## config.mk

```make
export PLATFORM = sky130hd
export DESIGN_NAME = bech32_string_encoder_core
export DESIGN_NICKNAME = d
export VERILOG_FILES = /design/src/bsenc_pkg.sv /design/src/bsenc_cfg_regs.sv /design/src/bsenc_engine.sv /design/src/bsenc_out_reg.sv /design/src/bech32_string_encoder_core.sv
export SDC_FILE = /design/constraint.sdc
export NUM_CORES = 1
export LEC_CHECK = 0
export BUFFER_PORTS_ARGS = -buffer_cell sky130_fd_sc_hd__buf_2
export CORE_UTILIZATION = 62
export CTS_CLUSTER_DIAMETER = 40
export DETAILED_ROUTE_END_ITERATION = 8
export GPL_TIMING_DRIVEN = 0
export PLACE_DENSITY = 0.79
export SLEW_MARGIN = 20
export SYNTH_ARGS = -nofsm -noshare
export SYNTH_HDL_FRONTEND = slang
export SYNTH_HIERARCHICAL = 1
export SYNTH_SLANG_ARGS = --single-unit
```

## constraint.sdc

```tcl
create_clock -name clk -period 5.59 [get_ports clk]
set_input_delay 0.559 -clock clk [delete_from_list [all_inputs] [get_ports clk]]
set_output_delay 0.559 -clock clk [all_outputs]
set_load 0.01 [all_outputs]
```

## src/bsenc_pkg.sv

```systemverilog
// Shared types, constants and functions of the Bech32 string encoder.
// No dependencies; every other file refers to it by scoped names.
package bsenc_pkg;

  // Depth of the prefix low-bit store and the matching address width
  localparam int PREFIX_DEPTH = 128;
  localparam int ADDR_W       = $clog2(PREFIX_DEPTH);
  localparam int CNT_W        = 7;

  // Final constants of the two variants
  localparam logic [29:0] BECH32_CONST  = 30'h0000_0001;
  localparam logic [29:0] BECH32M_CONST = 30'h2bc8_30a3;

  // Register indexes of the configuration port
  localparam logic REG_VARIANT = 1'b0;
  localparam logic REG_MAX_LEN = 1'b1;

  localparam logic [6:0] MAX_LEN_RESET = 7'd90;

  // Configuration as seen by the engine
  typedef struct packed {
    logic       variant;
    logic [6:0] max_len;
  } bsenc_cfg_t;

  // One result beat
  typedef struct packed {
    logic [7:0] out_char;
    logic       last;
    logic       err;
    logic [2:0] code;
  } bsenc_beat_t;

  // One step of the 30-bit polymod over a zero symbol
  function automatic logic [29:0] poly_step(input logic [29:0] acc);
    logic [4:0]  top;
    logic [29:0] r;
    top = acc[29:25];
    r   = {acc[24:0], 5'b0};
    if (top[0]) r = r ^ 30'h3b6a57b2;
    if (top[1]) r = r ^ 30'h26508e6d;
    if (top[2]) r = r ^ 30'h1ea119fa;
    if (top[3]) r = r ^ 30'h3d4233dd;
    if (top[4]) r = r ^ 30'h2a1462b3;
    return r;
  endfunction

  // Map a 5-bit value to its charset symbol
  function automatic logic [7:0] charset(input logic [4:0] v);
    logic [7:0] c;
    case (v)
      5'd0:  c = "q";
      5'd1:  c = "p";
      5'd2:  c = "z";
      5'd3:  c = "r";
      5'd4:  c = "y";
      5'd5:  c = "9";
      5'd6:  c = "x";
      5'd7:  c = "8";
      5'd8:  c = "g";
      5'd9:  c = "f";
      5'd10: c = "2";
      5'd11: c = "t";
      5'd12: c = "v";
      5'd13: c = "d";
      5'd14: c = "w";
      5'd15: c = "0";
      5'd16: c = "s";
      5'd17: c = "3";
      5'd18: c = "j";
      5'd19: c = "n";
      5'd20: c = "5";
      5'd21: c = "4";
      5'd22: c = "k";
      5'd23: c = "h";
      5'd24: c = "c";
      5'd25: c = "e";
      5'd26: c = "6";
      5'd27: c = "m";
      5'd28: c = "u";
      5'd29: c = "a";
      5'd30: c = "7";
      default: c = "l";
    endcase
    return c;
  endfunction

endpackage

```

## src/bsenc_cfg_regs.sv

```systemverilog
// Configuration registers of the Bech32 string encoder behind an APB-style port.
// Depends on bsenc_pkg.
module bsenc_cfg_regs (
  input  logic                 clk,
  input  logic                 rst_n,
  input  logic                 cfg_psel,
  input  logic                 cfg_penable,
  input  logic                 cfg_pwrite,
  input  logic [2:0]           cfg_paddr,
  input  logic [31:0]          cfg_pwdata,
  output logic [31:0]          cfg_prdata,
  output logic                 cfg_pready,
  output bsenc_pkg::bsenc_cfg_t cfg
);

  logic       variant_r;
  logic [6:0] max_len_r;
  logic       wr_en;

  assign wr_en      = cfg_psel & cfg_penable & cfg_pwrite;
  assign cfg_pready = 1'b1;

  // Write registers on the access cycle
  always_ff @(posedge clk) begin
    if (!rst_n) begin
      variant_r <= 1'b0;
      max_len_r <= bsenc_pkg::MAX_LEN_RESET;
    end else if (wr_en) begin
      unique case (cfg_paddr[2])
        bsenc_pkg::REG_VARIANT: variant_r <= cfg_pwdata[0];
        bsenc_pkg::REG_MAX_LEN: max_len_r <= cfg_pwdata[6:0];
        default: ;
      endcase
    end
  end

  // Decode read data
  always_comb begin
    unique case (cfg_paddr[2])
      bsenc_pkg::REG_VARIANT: cfg_prdata = {31'b0, variant_r};
      bsenc_pkg::REG_MAX_LEN: cfg_prdata = {25'b0, max_len_r};
      default:                cfg_prdata = 32'b0;
    endcase
  end

  assign cfg.variant = variant_r;
  assign cfg.max_len = max_len_r;

endmodule

```

## src/bsenc_engine.sv

```systemverilog
// Sequencer of the Bech32 string encoder: validation, polymod accumulator and
// the prefix low-bit memory with its replay walk. Depends on bsenc_pkg.
module bsenc_engine (
  input  logic                   clk,
  input  logic                   rst_n,
  input  logic                   in_valid,
  output logic                   in_stall,
  input  logic [1:0]             in_operation,
  input  logic [7:0]             in_item_value,
  input  bsenc_pkg::bsenc_cfg_t  cfg,
  input  logic                   out_free,
  output logic                   emit,
  output bsenc_pkg::bsenc_beat_t beat
);

  localparam logic [2:0] ST_IDLE     = 3'd0;
  localparam logic [2:0] ST_EXEC     = 3'd1;
  localparam logic [2:0] ST_CLOSE0   = 3'd2;
  localparam logic [2:0] ST_CLOSE_RD = 3'd3;
  localparam logic [2:0] ST_SEP      = 3'd4;
  localparam logic [2:0] ST_DATA     = 3'd5;
  localparam logic [2:0] ST_FIN_STEP = 3'd6;
  localparam logic [2:0] ST_FIN_EMIT = 3'd7;

  localparam logic [1:0] OP_PREFIX = 2'd0;
  localparam logic [1:0] OP_DATA   = 2'd1;
  localparam logic [1:0] OP_END    = 2'd2;
  localparam logic [1:0] OP_NONE   = 2'd3;

  localparam logic [1:0] PH_PREFIX = 2'd0;
  localparam logic [1:0] PH_DATA   = 2'd1;
  localparam logic [1:0] PH_ERROR  = 2'd2;

  localparam logic [2:0] ERR_NONE     = 3'd0;
  localparam logic [2:0] ERR_BAD_CHAR = 3'd1;
  localparam logic [2:0] ERR_TOO_LONG = 3'd2;
  localparam logic [2:0] ERR_DATA_BIG = 3'd3;
  localparam logic [2:0] ERR_ORDER    = 3'd4;

  localparam int AW = bsenc_pkg::ADDR_W;
  localparam int CW = bsenc_pkg::CNT_W;

  logic [2:0]    state_r, state_nxt;
  logic [1:0]    op_r, op_nxt;
  logic [7:0]    val_r, val_nxt;
  logic [29:0]   acc_r, acc_nxt;
  logic [CW-1:0] pc_r, pc_nxt;
  logic [CW-1:0] dc_r, dc_nxt;
  logic [1:0]    phase_r, phase_nxt;
  logic [CW-1:0] idx_r, idx_nxt;
  logic [2:0]    cnt_r, cnt_nxt;

  // Prefix low-bit store
  logic [4:0]    low_mem [bsenc_pkg::PREFIX_DEPTH];
  logic [4:0]    mem_q;
  logic          mem_we;
  logic [AW-1:0] wr_addr;
  logic [AW-1:0] rd_addr;

  logic [8:0]    sum_pd;
  logic          len_pfx_bad;
  logic          pfx_full;
  logic          data_len_bad;
  logic          end_len_bad;
  logic          bad_char;
  logic [2:0]    err_code;
  logic          do_data;
  logic [29:0]   step_acc;
  logic [CW:0]   idx_inc;

  assign in_stall = (state_r != ST_IDLE);
  assign step_acc = bsenc_pkg::poly_step(acc_r);
  assign wr_addr  = AW'(pc_r);
  assign idx_inc  = {1'b0, idx_r} + 1'b1;

  // Length and character checks against the current counts
  assign sum_pd       = 9'(pc_r) + 9'(dc_r);
  assign len_pfx_bad  = (9'(pc_r) + 9'd8) > 9'(cfg.max_len);
  assign pfx_full     = 32'(pc_r) >= 32'(bsenc_pkg::PREFIX_DEPTH);
  assign data_len_bad = (sum_pd + 9'd8) > 9'(cfg.max_len);
  assign end_len_bad  = (sum_pd + 9'd7) > 9'(cfg.max_len);
  assign bad_char     = (val_r < 8'd33) || (val_r > 8'd126) ||
                        ((val_r >= 8'd65) && (val_r <= 8'd90));

  // Pick the first error of the held item, in stream order
  always_comb begin
    err_code = ERR_NONE;
    case (op_r)
      OP_PREFIX: begin
        if (phase_r != PH_PREFIX)       err_code = ERR_ORDER;
        else if (bad_char)              err_code = ERR_BAD_CHAR;
        else if (pfx_full || len_pfx_bad) err_code = ERR_TOO_LONG;
      end
      OP_DATA: begin
        if (data_len_bad)               err_code = ERR_TOO_LONG;
        else if (val_r > 8'd31)         err_code = ERR_DATA_BIG;
      end
      OP_END: begin
        if (end_len_bad)                err_code = ERR_TOO_LONG;
      end
      default: err_code = ERR_NONE;
    endcase
  end

  // Sequence one item through validation, replay, and result beats
  always_comb begin
    state_nxt = state_r;
    op_nxt    = op_r;
    val_nxt   = val_r;
    acc_nxt   = acc_r;
    pc_nxt    = pc_r;
    dc_nxt    = dc_r;
    phase_nxt = phase_r;
    idx_nxt   = idx_r;
    cnt_nxt   = cnt_r;
    mem_we    = 1'b0;
    rd_addr   = '0;
    emit      = 1'b0;
    do_data   = 1'b0;
    beat      = '{out_char: 8'd0, last: 1'b0, err: 1'b0, code: ERR_NONE};

    unique case (state_r)
      ST_IDLE: begin
        if (in_valid) begin
          op_nxt    = in_operation;
          val_nxt   = in_item_value;
          state_nxt = ST_EXEC;
        end
      end
      ST_EXEC: begin
        if (op_r == OP_NONE) begin
          state_nxt = ST_IDLE;
        end else if (phase_r == PH_ERROR) begin
          // Drop items until the end marker, which clears the stream
          if (op_r == OP_END) begin
            acc_nxt   = 30'd1;
            pc_nxt    = '0;
            dc_nxt    = '0;
            phase_nxt = PH_PREFIX;
          end
          state_nxt = ST_IDLE;
        end else if (err_code != ERR_NONE) begin
          if (out_free) begin
            emit      = 1'b1;
            beat      = '{out_char: 8'd0, last: 1'b1, err: 1'b1, code: err_code};
            phase_nxt = PH_ERROR;
            state_nxt = ST_IDLE;
          end
        end else begin
          case (op_r)
            OP_PREFIX: begin
              if (out_free) begin
                emit      = 1'b1;
                beat.out_char = val_r;
                acc_nxt   = step_acc ^ {27'b0, val_r[7:5]};
                mem_we    = 1'b1;
                pc_nxt    = pc_r + 1'b1;
                state_nxt = ST_IDLE;
              end
            end
            OP_DATA: begin
              if (phase_r == PH_PREFIX) state_nxt = ST_CLOSE0;
              else                      do_data   = 1'b1;
            end
            default: begin
              cnt_nxt = '0;
              if (phase_r == PH_PREFIX) state_nxt = ST_CLOSE0;
              else                      state_nxt = ST_FIN_STEP;
            end
          endcase
        end
      end
      ST_CLOSE0: begin
        // Zero step, then start the walk over the stored low bits
        acc_nxt = step_acc;
        idx_nxt = '0;
        rd_addr = '0;
        if (pc_r == '0) state_nxt = ST_SEP;
        else            state_nxt = ST_CLOSE_RD;
      end
      ST_CLOSE_RD: begin
        acc_nxt = step_acc ^ {25'b0, mem_q};
        idx_nxt = idx_inc[CW-1:0];
        rd_addr = AW'(idx_inc);
        if (idx_inc == {1'b0, pc_r}) state_nxt = ST_SEP;
      end
      ST_SEP: begin
        if (out_free) begin
          emit          = 1'b1;
          beat.out_char = "1";
          phase_nxt     = PH_DATA;
          cnt_nxt       = '0;
          state_nxt     = (op_r == OP_DATA) ? ST_DATA : ST_FIN_STEP;
        end
      end
      ST_DATA: begin
        do_data = 1'b1;
      end
      ST_FIN_STEP: begin
        // Six zero steps, then fold in the variant constant
        acc_nxt = step_acc;
        cnt_nxt = cnt_r + 1'b1;
        if (cnt_r == 3'd5) begin
          acc_nxt   = step_acc ^ (cfg.variant ? bsenc_pkg::BECH32M_CONST
                                              : bsenc_pkg::BECH32_CONST);
          cnt_nxt   = '0;
          state_nxt = ST_FIN_EMIT;
        end
      end
      ST_FIN_EMIT: begin
        if (out_free) begin
          emit          = 1'b1;
          beat.out_char = bsenc_pkg::charset(acc_r[29:25]);
          beat.last     = (cnt_r == 3'd5);
          acc_nxt       = {acc_r[24:0], 5'b0};
          cnt_nxt       = cnt_r + 1'b1;
          if (cnt_r == 3'd5) begin
            acc_nxt   = 30'd1;
            pc_nxt    = '0;
            dc_nxt    = '0;
            phase_nxt = PH_PREFIX;
            state_nxt = ST_IDLE;
          end
        end
      end
      default: state_nxt = ST_IDLE;
    endcase

    // Emit one data symbol and fold its value in
    if (do_data && out_free) begin
      emit          = 1'b1;
      beat.out_char = bsenc_pkg::charset(val_r[4:0]);
      acc_nxt       = step_acc ^ {25'b0, val_r[4:0]};
      dc_nxt        = dc_r + 1'b1;
      phase_nxt     = PH_DATA;
      state_nxt     = ST_IDLE;
    end
  end

  // Control registers
  always_ff @(posedge clk) begin
    if (!rst_n) begin
      state_r <= ST_IDLE;
      acc_r   <= 30'd1;
      pc_r    <= '0;
      dc_r    <= '0;
      phase_r <= PH_PREFIX;
      idx_r   <= '0;
      cnt_r   <= '0;
    end else begin
      state_r <= state_nxt;
      acc_r   <= acc_nxt;
      pc_r    <= pc_nxt;
      dc_r    <= dc_nxt;
      phase_r <= phase_nxt;
      idx_r   <= idx_nxt;
      cnt_r   <= cnt_nxt;
    end
  end

  // Held item
  always_ff @(posedge clk) begin
    op_r  <= op_nxt;
    val_r <= val_nxt;
  end

  // Store writes during the prefix; reads happen only in the later walk,
  // so a write and a read of one entry never meet
  always_ff @(posedge clk) begin
    if (mem_we) begin
      low_mem[wr_addr] <= val_r[4:0];
    end
  end

  always_ff @(posedge clk) begin
    mem_q <= low_mem[rd_addr];
  end

  // A beat goes out only into a free output register
  assert property (@(posedge clk) disable iff (!rst_n) emit |-> out_free)
    else $error("beat emitted into a full output register");

  // The store is written only while the prefix is open
  assert property (@(posedge clk) disable iff (!rst_n) mem_we |-> (phase_r == PH_PREFIX))
    else $error("prefix store written outside the prefix phase");

  // The replay walk stays inside the written part of the store
  assert property (@(posedge clk) disable iff (!rst_n)
    (state_r == ST_CLOSE_RD) |-> (idx_r < pc_r))
    else $error("replay read beyond the stored prefix");

  // An error beat leaves the stream in the error phase
  assert property (@(posedge clk) disable iff (!rst_n)
    (emit && beat.err) |=> (phase_r == PH_ERROR))
    else $error("error beat without error phase");

  // The last checksum beat returns the stream to its reset state
  assert property (@(posedge clk) disable iff (!rst_n)
    (emit && beat.last && !beat.err) |=>
      (pc_r == '0 && dc_r == '0 && acc_r == 30'd1 && phase_r == PH_PREFIX))
    else $error("stream state not cleared after the last checksum beat");

endmodule

```

## src/bsenc_out_reg.sv

```systemverilog
// Output register of the Bech32 string encoder: holds one beat until taken.
// Depends on bsenc_pkg.
module bsenc_out_reg (
  input  logic                   clk,
  input  logic                   rst_n,
  input  logic                   emit,
  input  bsenc_pkg::bsenc_beat_t beat,
  output logic                   out_free,
  output logic                   out_valid,
  input  logic                   out_stall,
  output logic [7:0]             out_char,
  output logic                   out_last_of_string,
  output logic                   out_error_flag,
  output logic [2:0]             out_error_code
);

  logic                   valid_r;
  bsenc_pkg::bsenc_beat_t beat_r;

  // Free when empty or when the held beat leaves this cycle
  assign out_free = !valid_r || !out_stall;

  // Load a new beat or drop the taken one
  always_ff @(posedge clk) begin
    if (!rst_n) begin
      valid_r <= 1'b0;
    end else if (emit) begin
      valid_r <= 1'b1;
    end else if (!out_stall) begin
      valid_r <= 1'b0;
    end
  end

  always_ff @(posedge clk) begin
    if (emit) begin
      beat_r <= beat;
    end
  end

  assign out_valid          = valid_r;
  assign out_char           = beat_r.out_char;
  assign out_last_of_string = beat_r.last;
  assign out_error_flag     = beat_r.err;
  assign out_error_code     = beat_r.code;

endmodule

```

## src/bech32_string_encoder_core.sv

```systemverilog
// Top level of the Bech32 / Bech32m string encoder.
// Depends on bsenc_pkg, bsenc_cfg_regs, bsenc_engine and bsenc_out_reg.

// The block takes one item at a time and turns it into zero to seven output
// characters, each one beat on the out_ channel, held in an output register.
// A prefix character or a data value is taken in the idle state and handled
// in the execute state. The first data value or end marker after the prefix
// walks the prefix store, one entry per cycle through its one read port, then
// emits the separator. The end marker adds six checksum steps in the shared
// polymod unit and six checksum characters. A stalled output register holds
// the sequencer at its next beat. No clearing pass is needed after reset.
// Configuration is written through the cfg_ port, variant at byte address 0
// and maximum length at byte address 4.
module bech32_string_encoder_core (
  input  logic        clk,
  input  logic        rst_n,
  input  logic        in_valid,
  output logic        in_stall,
  input  logic [1:0]  in_operation,
  input  logic [7:0]  in_item_value,
  output logic        out_valid,
  input  logic        out_stall,
  output logic [7:0]  out_char,
  output logic        out_last_of_string,
  output logic        out_error_flag,
  output logic [2:0]  out_error_code,
  input  logic        cfg_psel,
  input  logic        cfg_penable,
  input  logic        cfg_pwrite,
  input  logic [2:0]  cfg_paddr,
  input  logic [31:0] cfg_pwdata,
  output logic [31:0] cfg_prdata,
  output logic        cfg_pready
);

  bsenc_pkg::bsenc_cfg_t  cfg;
  bsenc_pkg::bsenc_beat_t beat;
  logic                   emit;
  logic                   out_free;

  bsenc_cfg_regs u_cfg (
    .clk         (clk),
    .rst_n       (rst_n),
    .cfg_psel    (cfg_psel),
    .cfg_penable (cfg_penable),
    .cfg_pwrite  (cfg_pwrite),
    .cfg_paddr   (cfg_paddr),
    .cfg_pwdata  (cfg_pwdata),
    .cfg_prdata  (cfg_prdata),
    .cfg_pready  (cfg_pready),
    .cfg         (cfg)
  );

  bsenc_engine u_engine (
    .clk           (clk),
    .rst_n         (rst_n),
    .in_valid      (in_valid),
    .in_stall      (in_stall),
    .in_operation  (in_operation),
    .in_item_value (in_item_value),
    .cfg           (cfg),
    .out_free      (out_free),
    .emit          (emit),
    .beat          (beat)
  );

  bsenc_out_reg u_out (
    .clk                (clk),
    .rst_n              (rst_n),
    .emit               (emit),
    .beat               (beat),
    .out_free           (out_free),
    .out_valid          (out_valid),
    .out_stall          (out_stall),
    .out_char           (out_char),
    .out_last_of_string (out_last_of_string),
    .out_error_flag     (out_error_flag),
    .out_error_code     (out_error_code)
  );

endmodule
```

; ---- Word-level counts from Yosys, hierarchy flattened
; Memories as Yosys holds them, arrays and structs flattened. A register that Yosys moved wholly into a read port is not among the register bits.
; Cells that the tools add are included.
[classes]
n_addsub = 8
order_cmp = 8
n_eq_ne = 41
muxes = 110
bitwise = 16
reduce_logical = 37
[op_table]
columns = cell, count
row1 = two-way mux 30 bit, 15
row2 = case mux 30 bit (5 select lines), 1
row3 = two-way mux 7 bit, 12
row4 = two-way mux 3 bit, 23
row5 = case mux 32 bit (2 select lines), 1
row6 = bitwise XOR 30 x 5 -> 30 bit, 2
row7 = case mux 7 bit (2 select lines), 3
row8 = two-way mux 8 bit, 4
row9 = AND reduction 8 bit, 4
row10 = bitwise XOR 30 x 3 -> 30 bit, 1
row11 = bitwise XOR 30 bit, 1
row12 = two-way mux 29 bit, 1
row13 = > comparator 9 x 7 -> 1 bit, 3
row14 = two-way mux 13 bit, 2
row15 = two-way mux 5 bit, 5
row16 = two-way mux 2 bit, 12
row17 = case mux 8 bit (3 select lines), 1
row18 = "!= test 3 x 1 -> 1 bit, second input constant", 7
row19 = case mux 3 bit (7 select lines), 1
row20 = two-way mux 1 bit, 20
row21 = inverter 18 bit, 1
row22 = inverter 17 bit, 1
row23 = inverter 16 bit, 1
row24 = "equality test 3 bit, second input constant", 5
row25 = 54 further kinds, 93
[totals]
regBits = 91
mem_bits_rw = 640
rom_bits = 384
word_cells = 240
n_memories = 3
[memory_table]
columns = name, depth, word_bits, rd, rd_ports_with_merged_regs, write_ports, line_no
row1 = u_engine.low_mem, 128, 5, 1, 1, 1, bsenc_engine.sv:54  ; logic [4:0] low_mem [bsenc_pkg::PREFIX_DEPTH];
row2 = (no name shown), 32, 6, 1, 1, 0, bsenc_pkg.sv:51  ; case (v)
row3 = (no name shown), 32, 6, 1, 1, 0, bsenc_pkg.sv:51

; ---- Logic depth before layout (Yosys ltp)
[depth]
word_depth = 20
ltp_mapped = 22
mapped_depth_nobuf = 21

; ---- Hierarchy
; The synthesis kept the hierarchy.
[by_module_without_submodules]
columns = mod, instances, cells_each, area_each_um2
row1 = bsenc_engine, 1, 2521, 32617.5
row2 = bsenc_cfg_regs, 1, 71, 616.8
row3 = bsenc_out_reg, 1, 17, 425.4

; ---- Least setup slack after synthesis
; No wires, ideal clock.
[synth_timing]
kind = reg-to-reg
startpoint = reg u_engine.dc_r[0]
endpoint = reg u_out.beat_r, in the netlist u_out/out_char[0], enable pin
arrival_time_ns = 4.609
required_time_ns = 5.187
path_slack_ns = 0.577
stages_incl_launch_ff = 18
n_path_buf = 0
period_less_slack_ns = 5.013
path_cell_list = dfxtp_1 ha_1 fa_1 a211oi_2 nor2_1 xor2_1 ha_1 xor2_1 ha_1 o21a_1 o22ai_1 a31oi_1 nor2b_1 mux2i_4 o21ai_0 and3_1 nor2b_1 o21ai_0
[synth_between]
elab_chain_len = 12
word_cells_on_any_way = 19
cone_classes = add/sub (3) / order compare (2) / mux (12) / reduce/logical (2)
[synth_rtl]
columns = item, line_no
row1 = start: declaration, bsenc_engine.sv:48  ; logic [CW-1:0] dc_r, dc_nxt;
row2 = start signal: assignment, bsenc_engine.sv:254  ; dc_r <= dc_nxt;
row3 = adder 7 x 7 -> 8 bit (*), bsenc_engine.sv:77  ; assign sum_pd = 9'(pc_r) + 9'(dc_r);
row4 = adder 9 x 4 -> 9 bit / adder 9 x 3 -> 9 bit (equally long branches), "bsenc_engine.sv:80, bsenc_engine.sv:81"
row5 = > comparator 9 x 7 -> 1 bit (on tied branches), "bsenc_engine.sv:80, bsenc_engine.sv:81"
row6 = two-way mux 3 bit / two-way mux 2 bit (equally long branches), "bsenc_engine.sv:95, bsenc_engine.sv:99"
row7 = case mux 3 bit (3 select lines) (*), bsenc_engine.sv:88  ; case (op_r)
row8 = nonzero test 3 bit (*), bsenc_engine.sv:142  ; end else if (err_code != ERR_NONE) begin
row9 = two-way mux 1 bit, bsenc_engine.sv:142
row10 = two-way mux 1 bit, bsenc_engine.sv:133  ; end else if (phase_r == PH_ERROR) begin
row11 = two-way mux 1 bit, bsenc_engine.sv:131  ; if (op_r == OP_NONE) begin
row12 = case mux 1 bit (2 select lines), bsenc_engine.sv:122  ; unique case (state_r)
row13 = logical AND 1 bit, bsenc_engine.sv:230  ; if (do_data && out_free) begin
row14 = two-way mux 1 bit (*), bsenc_engine.sv:230
row15 = via emit, bech32_string_encoder_core.sv:38  ; logic emit;
row16 = end signal: assignment, bsenc_out_reg.sv:36  ; beat_r <= beat;
row17 = end: declaration, bsenc_out_reg.sv:18  ; bsenc_pkg::bsenc_beat_t beat_r;
; The timed path passes the listed nets; every way through them passes the cells marked *.
; A chain may end at the register's enable or synchronous reset.

; ---- Worst setup path in the final report
[layout_timing]
startpoint = reg u_engine.idx_r[0]
endpoint = reg u_engine.mem_q[0], read port of u_engine.low_mem
[layout_between]
elab_chain_len = 2
[layout_rtl]
columns = item, line_no
row1 = start: declaration, bsenc_engine.sv:50  ; logic [CW-1:0] idx_r, idx_nxt;
row2 = start signal: assignment, bsenc_engine.sv:256  ; idx_r <= idx_nxt;
row3 = adder 7 x 1 -> 8 bit, bsenc_engine.sv:74  ; assign idx_inc = {1'b0, idx_r} + 1'b1;
row4 = two-way mux 7 bit, bsenc_engine.sv:122
row5 = end: declaration, bsenc_engine.sv:55  ; logic [4:0] mem_q;
; Every way passes these cells.

==> impl_metrics.ini <==
[outcome]
status = finished with violations
violations = negative setup slack

[global_routing]
grtUsageTotal_pct = 42.8
grt_pass1_vias = 24400
grt_max_degree = 29
grt_pass1_wl_um = 168000
antenna_found_initial = 6
grt-ovfl-total = 0

[final_layout]
nFillCells = 3361
final_cells = 3640
seqCellArea_mm2 = 0.0216
fin_nets = 2955
layout-drive-gt1-share_pct = 18.8
multi_input_area_mm2 = 0.0119
syn_to_final_growth_pct = 18.1

[placement]
portBuffers = 46
place_congestion = 1.05
dp.cells = 3448
hpwlAfterDp_um = 79900
dpl_worst_slack_ps = -1040

[yosys]
avgSynthCellArea_um2 = 12.9
synth_edf_count = 663
synthTopCellsByCount = 663 x edfxtp_1, 252 x nor2_1, 243 x nand2_1
netlist_area_mm2 = 0.0337
ys.warnings.count = 6
synth.most_common_cell = edfxtp_1
synth.largest_area_cell = edfxtp_1
synth-main-ff-cell = edfxtp_1
yosys-top-cells-area = edfxtp_1 59%, dfxtp_1 5.1%, mux4_2 3.1%
async_reset_ff_share_pct = 0
seq_area_frac_synth_pct = 64.2
synthDominantCellAreaShare_pct = 59.1
ys_ff_latch = 748
synth_cell_type_count = 87
netlist_instances = 2609

[cts]
numCtsBuffers = 95
clk_latency_ps = 660
cts_root_buf = clkbuf_16
h-tree-depth = 3
cts_tree = done
clock-sinks = 748
clk_pin_slew_ps = 60
clockBufferDepth = 3

[routing]
drtIter0Drc = 4883
drc = 0
wl_per_cell_um = 32.9
antenna_left = 0
num_vias = 26100
routed_wl_um = 120000
drt-pass1-iter-count = 7
via_per_inst = 7.18

[worst_setup_path]
r2r_cells = 11
cp_data_required_time_ps = 6090
reg2reg_from = u_engine/idx_r[0]$_SDFFE_PN0N_
rr_endpoint = u_engine/mem_q[0]$_DFF_P_
path_class = flip-flop to flip-flop
arrival_ps = 6290
worst_setup_path_end_kind = flip-flop
worstPathMaxFanout = 10
reg2reg_slack_ps = -200
start_kind = flip-flop

[floorplanning]
die_h_um = 235
start_util_pct = 62.7
die_area_mm2 = 0.0552
core_mm2 = 0.0537
rows = 85
die_x_um = 235
io_pins = 100

[pwr]
ir_drop_uv = 392
leakage_nw = 13.1
powerDensity_mw_per_mm2 = 412

[sta]
relSlewSlack_pct = 13.5
worstMarginPinSlew_ps = 1300
drv_slew = 0
hold_viol_final = 0
finalCriticalPeriod_ps = 5790
fmax_mhz = 173
post-route-period-util_pct = 104
setup_violations = 3
finalClockSkew_ps = 40.1
setup_ws_ps = -202

[hold_path]
worstHoldStart = in_item_value[5]
whs_endpoint = u_engine/val_r[5]$_DFFE_PP_
whs_path_depth = 1
hp-class = input pin to flip-flop

[job]
maxCapViolCount = 0
worst max-delay path, cell delays in order, from the launching register on:
cell and delay, ps:
dfxtp_1 340, clkbuf_1 660, buf_1 600, buf_1 900, clkbuf_2 660, buf_1 870, o221ai_1 260, a31oi_1 420
o21ai_0 200, nor2_1 240, nor3_1 90, o31ai_1 370
logic make-up after synthesis:
group	Yosys count	share of synthesized area, %
buffers and inverters	241	3.22
and+or+nand+nor	721	9.61
muxes	178	7.30
xor gates and xnor gates	77	2.05
other	3	0.0335
AOI/OAI and AO/OA	599	12.0
adders and majority gates	42	1.58
DFF	748	64.2
repair_timing:
item | in CTS | in global routing
buffers inserted | 5 | 7
gates resized for setup | 133 | 81
hold buffers | 0 | 0
gates cloned | 0 | 1
endpoints found under the setup margin | 602 | 590
pin swaps | 1 | 2
how the worst max path moves through the flow:
stage / from / depth (start not counted) / slack (ps) / endpoint
detailed placement: u_engine/dc_r[0]$_SDFFE_PN0P_ / 20 / -1040 / u_engine/low_mem[46][1]$_DFFE_PP_
floorplan: u_engine/dc_r[0]$_SDFFE_PN0P_ / 17 / 580 / u_out/out_char[0]$_DFFE_PP_
finish: u_engine/idx_r[0]$_SDFFE_PN0N_ / 11 / -200 / u_engine/mem_q[0]$_DFF_P_
global route: u_engine/dc_r[0]$_SDFFE_PN0P_ / 19 / -10 / u_engine/low_mem[18][3]$_DFFE_PP_
CTS: u_engine/pc_r[1]$_SDFFE_PN0P_ / 19 / 10 / u_engine/low_mem[26][4]$_DFFE_PP_
global placement: u_engine/val_r[3]$_DFFE_PP_ / 11 / -1790 / u_engine/low_mem[38][0]$_DFFE_PP_
registers in the layout (all words and copies together) (netlist names), named ones only:
| name | count |
|---|---|
| u_engine/low_mem | 640 |
| u_engine/acc_r | 30 |
| u_engine/val_r | 8 |
| u_out/out_char | 8 |
| u_cfg/max_len_r | 7 |
| u_engine/dc_r | 7 |
| u_engine/idx_r | 7 |
| u_engine/pc_r | 7 |
| u_engine/mem_q | 5 |
| u_engine/cnt_r | 3 |
| u_engine/state_r | 3 |
| u_out/out_error_code | 3 |
| u_engine/op_r | 2 |
| u_engine/phase_r | 2 |
| u_cfg/variant_r | 1 |
| u_out/out_error_flag | 1 |
| u_out/out_last_of_string | 1 |
| u_out/out_valid | 1 |
report_power, final:
part / leakage (nW) / total, W / internal, W / switching, W
clock: 1.55 / 0.00618 / 0.00372 / 0.00247
combinational: 4.86 / 0.00337 / 0.00114 / 0.00222
sequential: 6.69 / 0.00683 / 0.00662 / 0.000209
total: 13.1 / 0.0164 / 0.0115 / 0.00490
layout make-up:
| type | count | area share, % |
|---|---|---|
| multi-input cells | 1684 | 30.0 |
| inverters | 37 | 0.349 |
| clock inverters | 64 | 1.76 |
| well taps | 696 | 2.19 |
| flip-flops and latches | 748 | 54.4 |
| plain buffers | 204 | 2.58 |
| diodes | 3 | 0.0189 |
| clock buffers | 112 | 6.30 |
| repair buffers | 92 | 2.43 |
stage by stage:
step	TNS (ps)	util, %	area [um^2]	power, W	hold WS, ps
global route	-130	74.0	39700	0.0168	107
global placement	-949380	65.2	35000	0.00987	460
finish	-373	74.0	39700	0.0164	102
detailed placement	-447770	66.3	35600	0.0101	479
CTS	0	73.2	39300	0.0162	85.9
floorplan	0	-	33900	0.00893	443
cell usage in the layout (no fill, tap or decap), types with 15 or more instances in the layout:
| cell | synthesis | final |
|---|---|---|
| a21oi_1 | 133 | 133 |
| inv_1 | 36 | 36 |
| ha_1 | 40 | 39 |
| nand3_1 | 62 | 59 |
| clkbuf_16 | 0 | 99 |
| nor3_1 | 35 | 35 |
| a311oi_1 | 31 | 31 |
| dfxtp_1 | 85 | 84 |
| o21ai_0 | 127 | 125 |
| clkbuf_1 | 109 | 117 |
| mux2_2 | 36 | 36 |
| buf_8 | 0 | 21 |
| mux4_2 | 47 | 47 |
| nor2_4 | 0 | 76 |
| o22ai_1 | 32 | 32 |
| a31oi_1 | 23 | 23 |
| a211oi_1 | 77 | 77 |
| buf_2 | 40 | 81 |
| edfxtp_1 | 663 | 663 |
| mux2i_1 | 91 | 91 |
| o221ai_1 | 72 | 72 |
| nor2_2 | 1 | 22 |
| inv_6 | 0 | 15 |
| xnor2_1 | 41 | 41 |
| buf_1 | 23 | 20 |
| nor2_1 | 252 | 155 |
| nor2b_1 | 40 | 40 |
| o211ai_1 | 19 | 19 |
| xor2_1 | 34 | 31 |
| nand2_1 | 243 | 240 |
| conb_1 | 3 | 67 |
| buf_4 | 30 | 41 |
routing by layer:
metal | GRT usage, % | share of wire (%)
met1 | 55.3 | 34
met2 | 62.4 | 43
met3 | 16.0 | 16
met4 | 24.3 | 6.8
met5 | 0 | 0.010
Note: power is estimated with default switching activity, not from simulation.
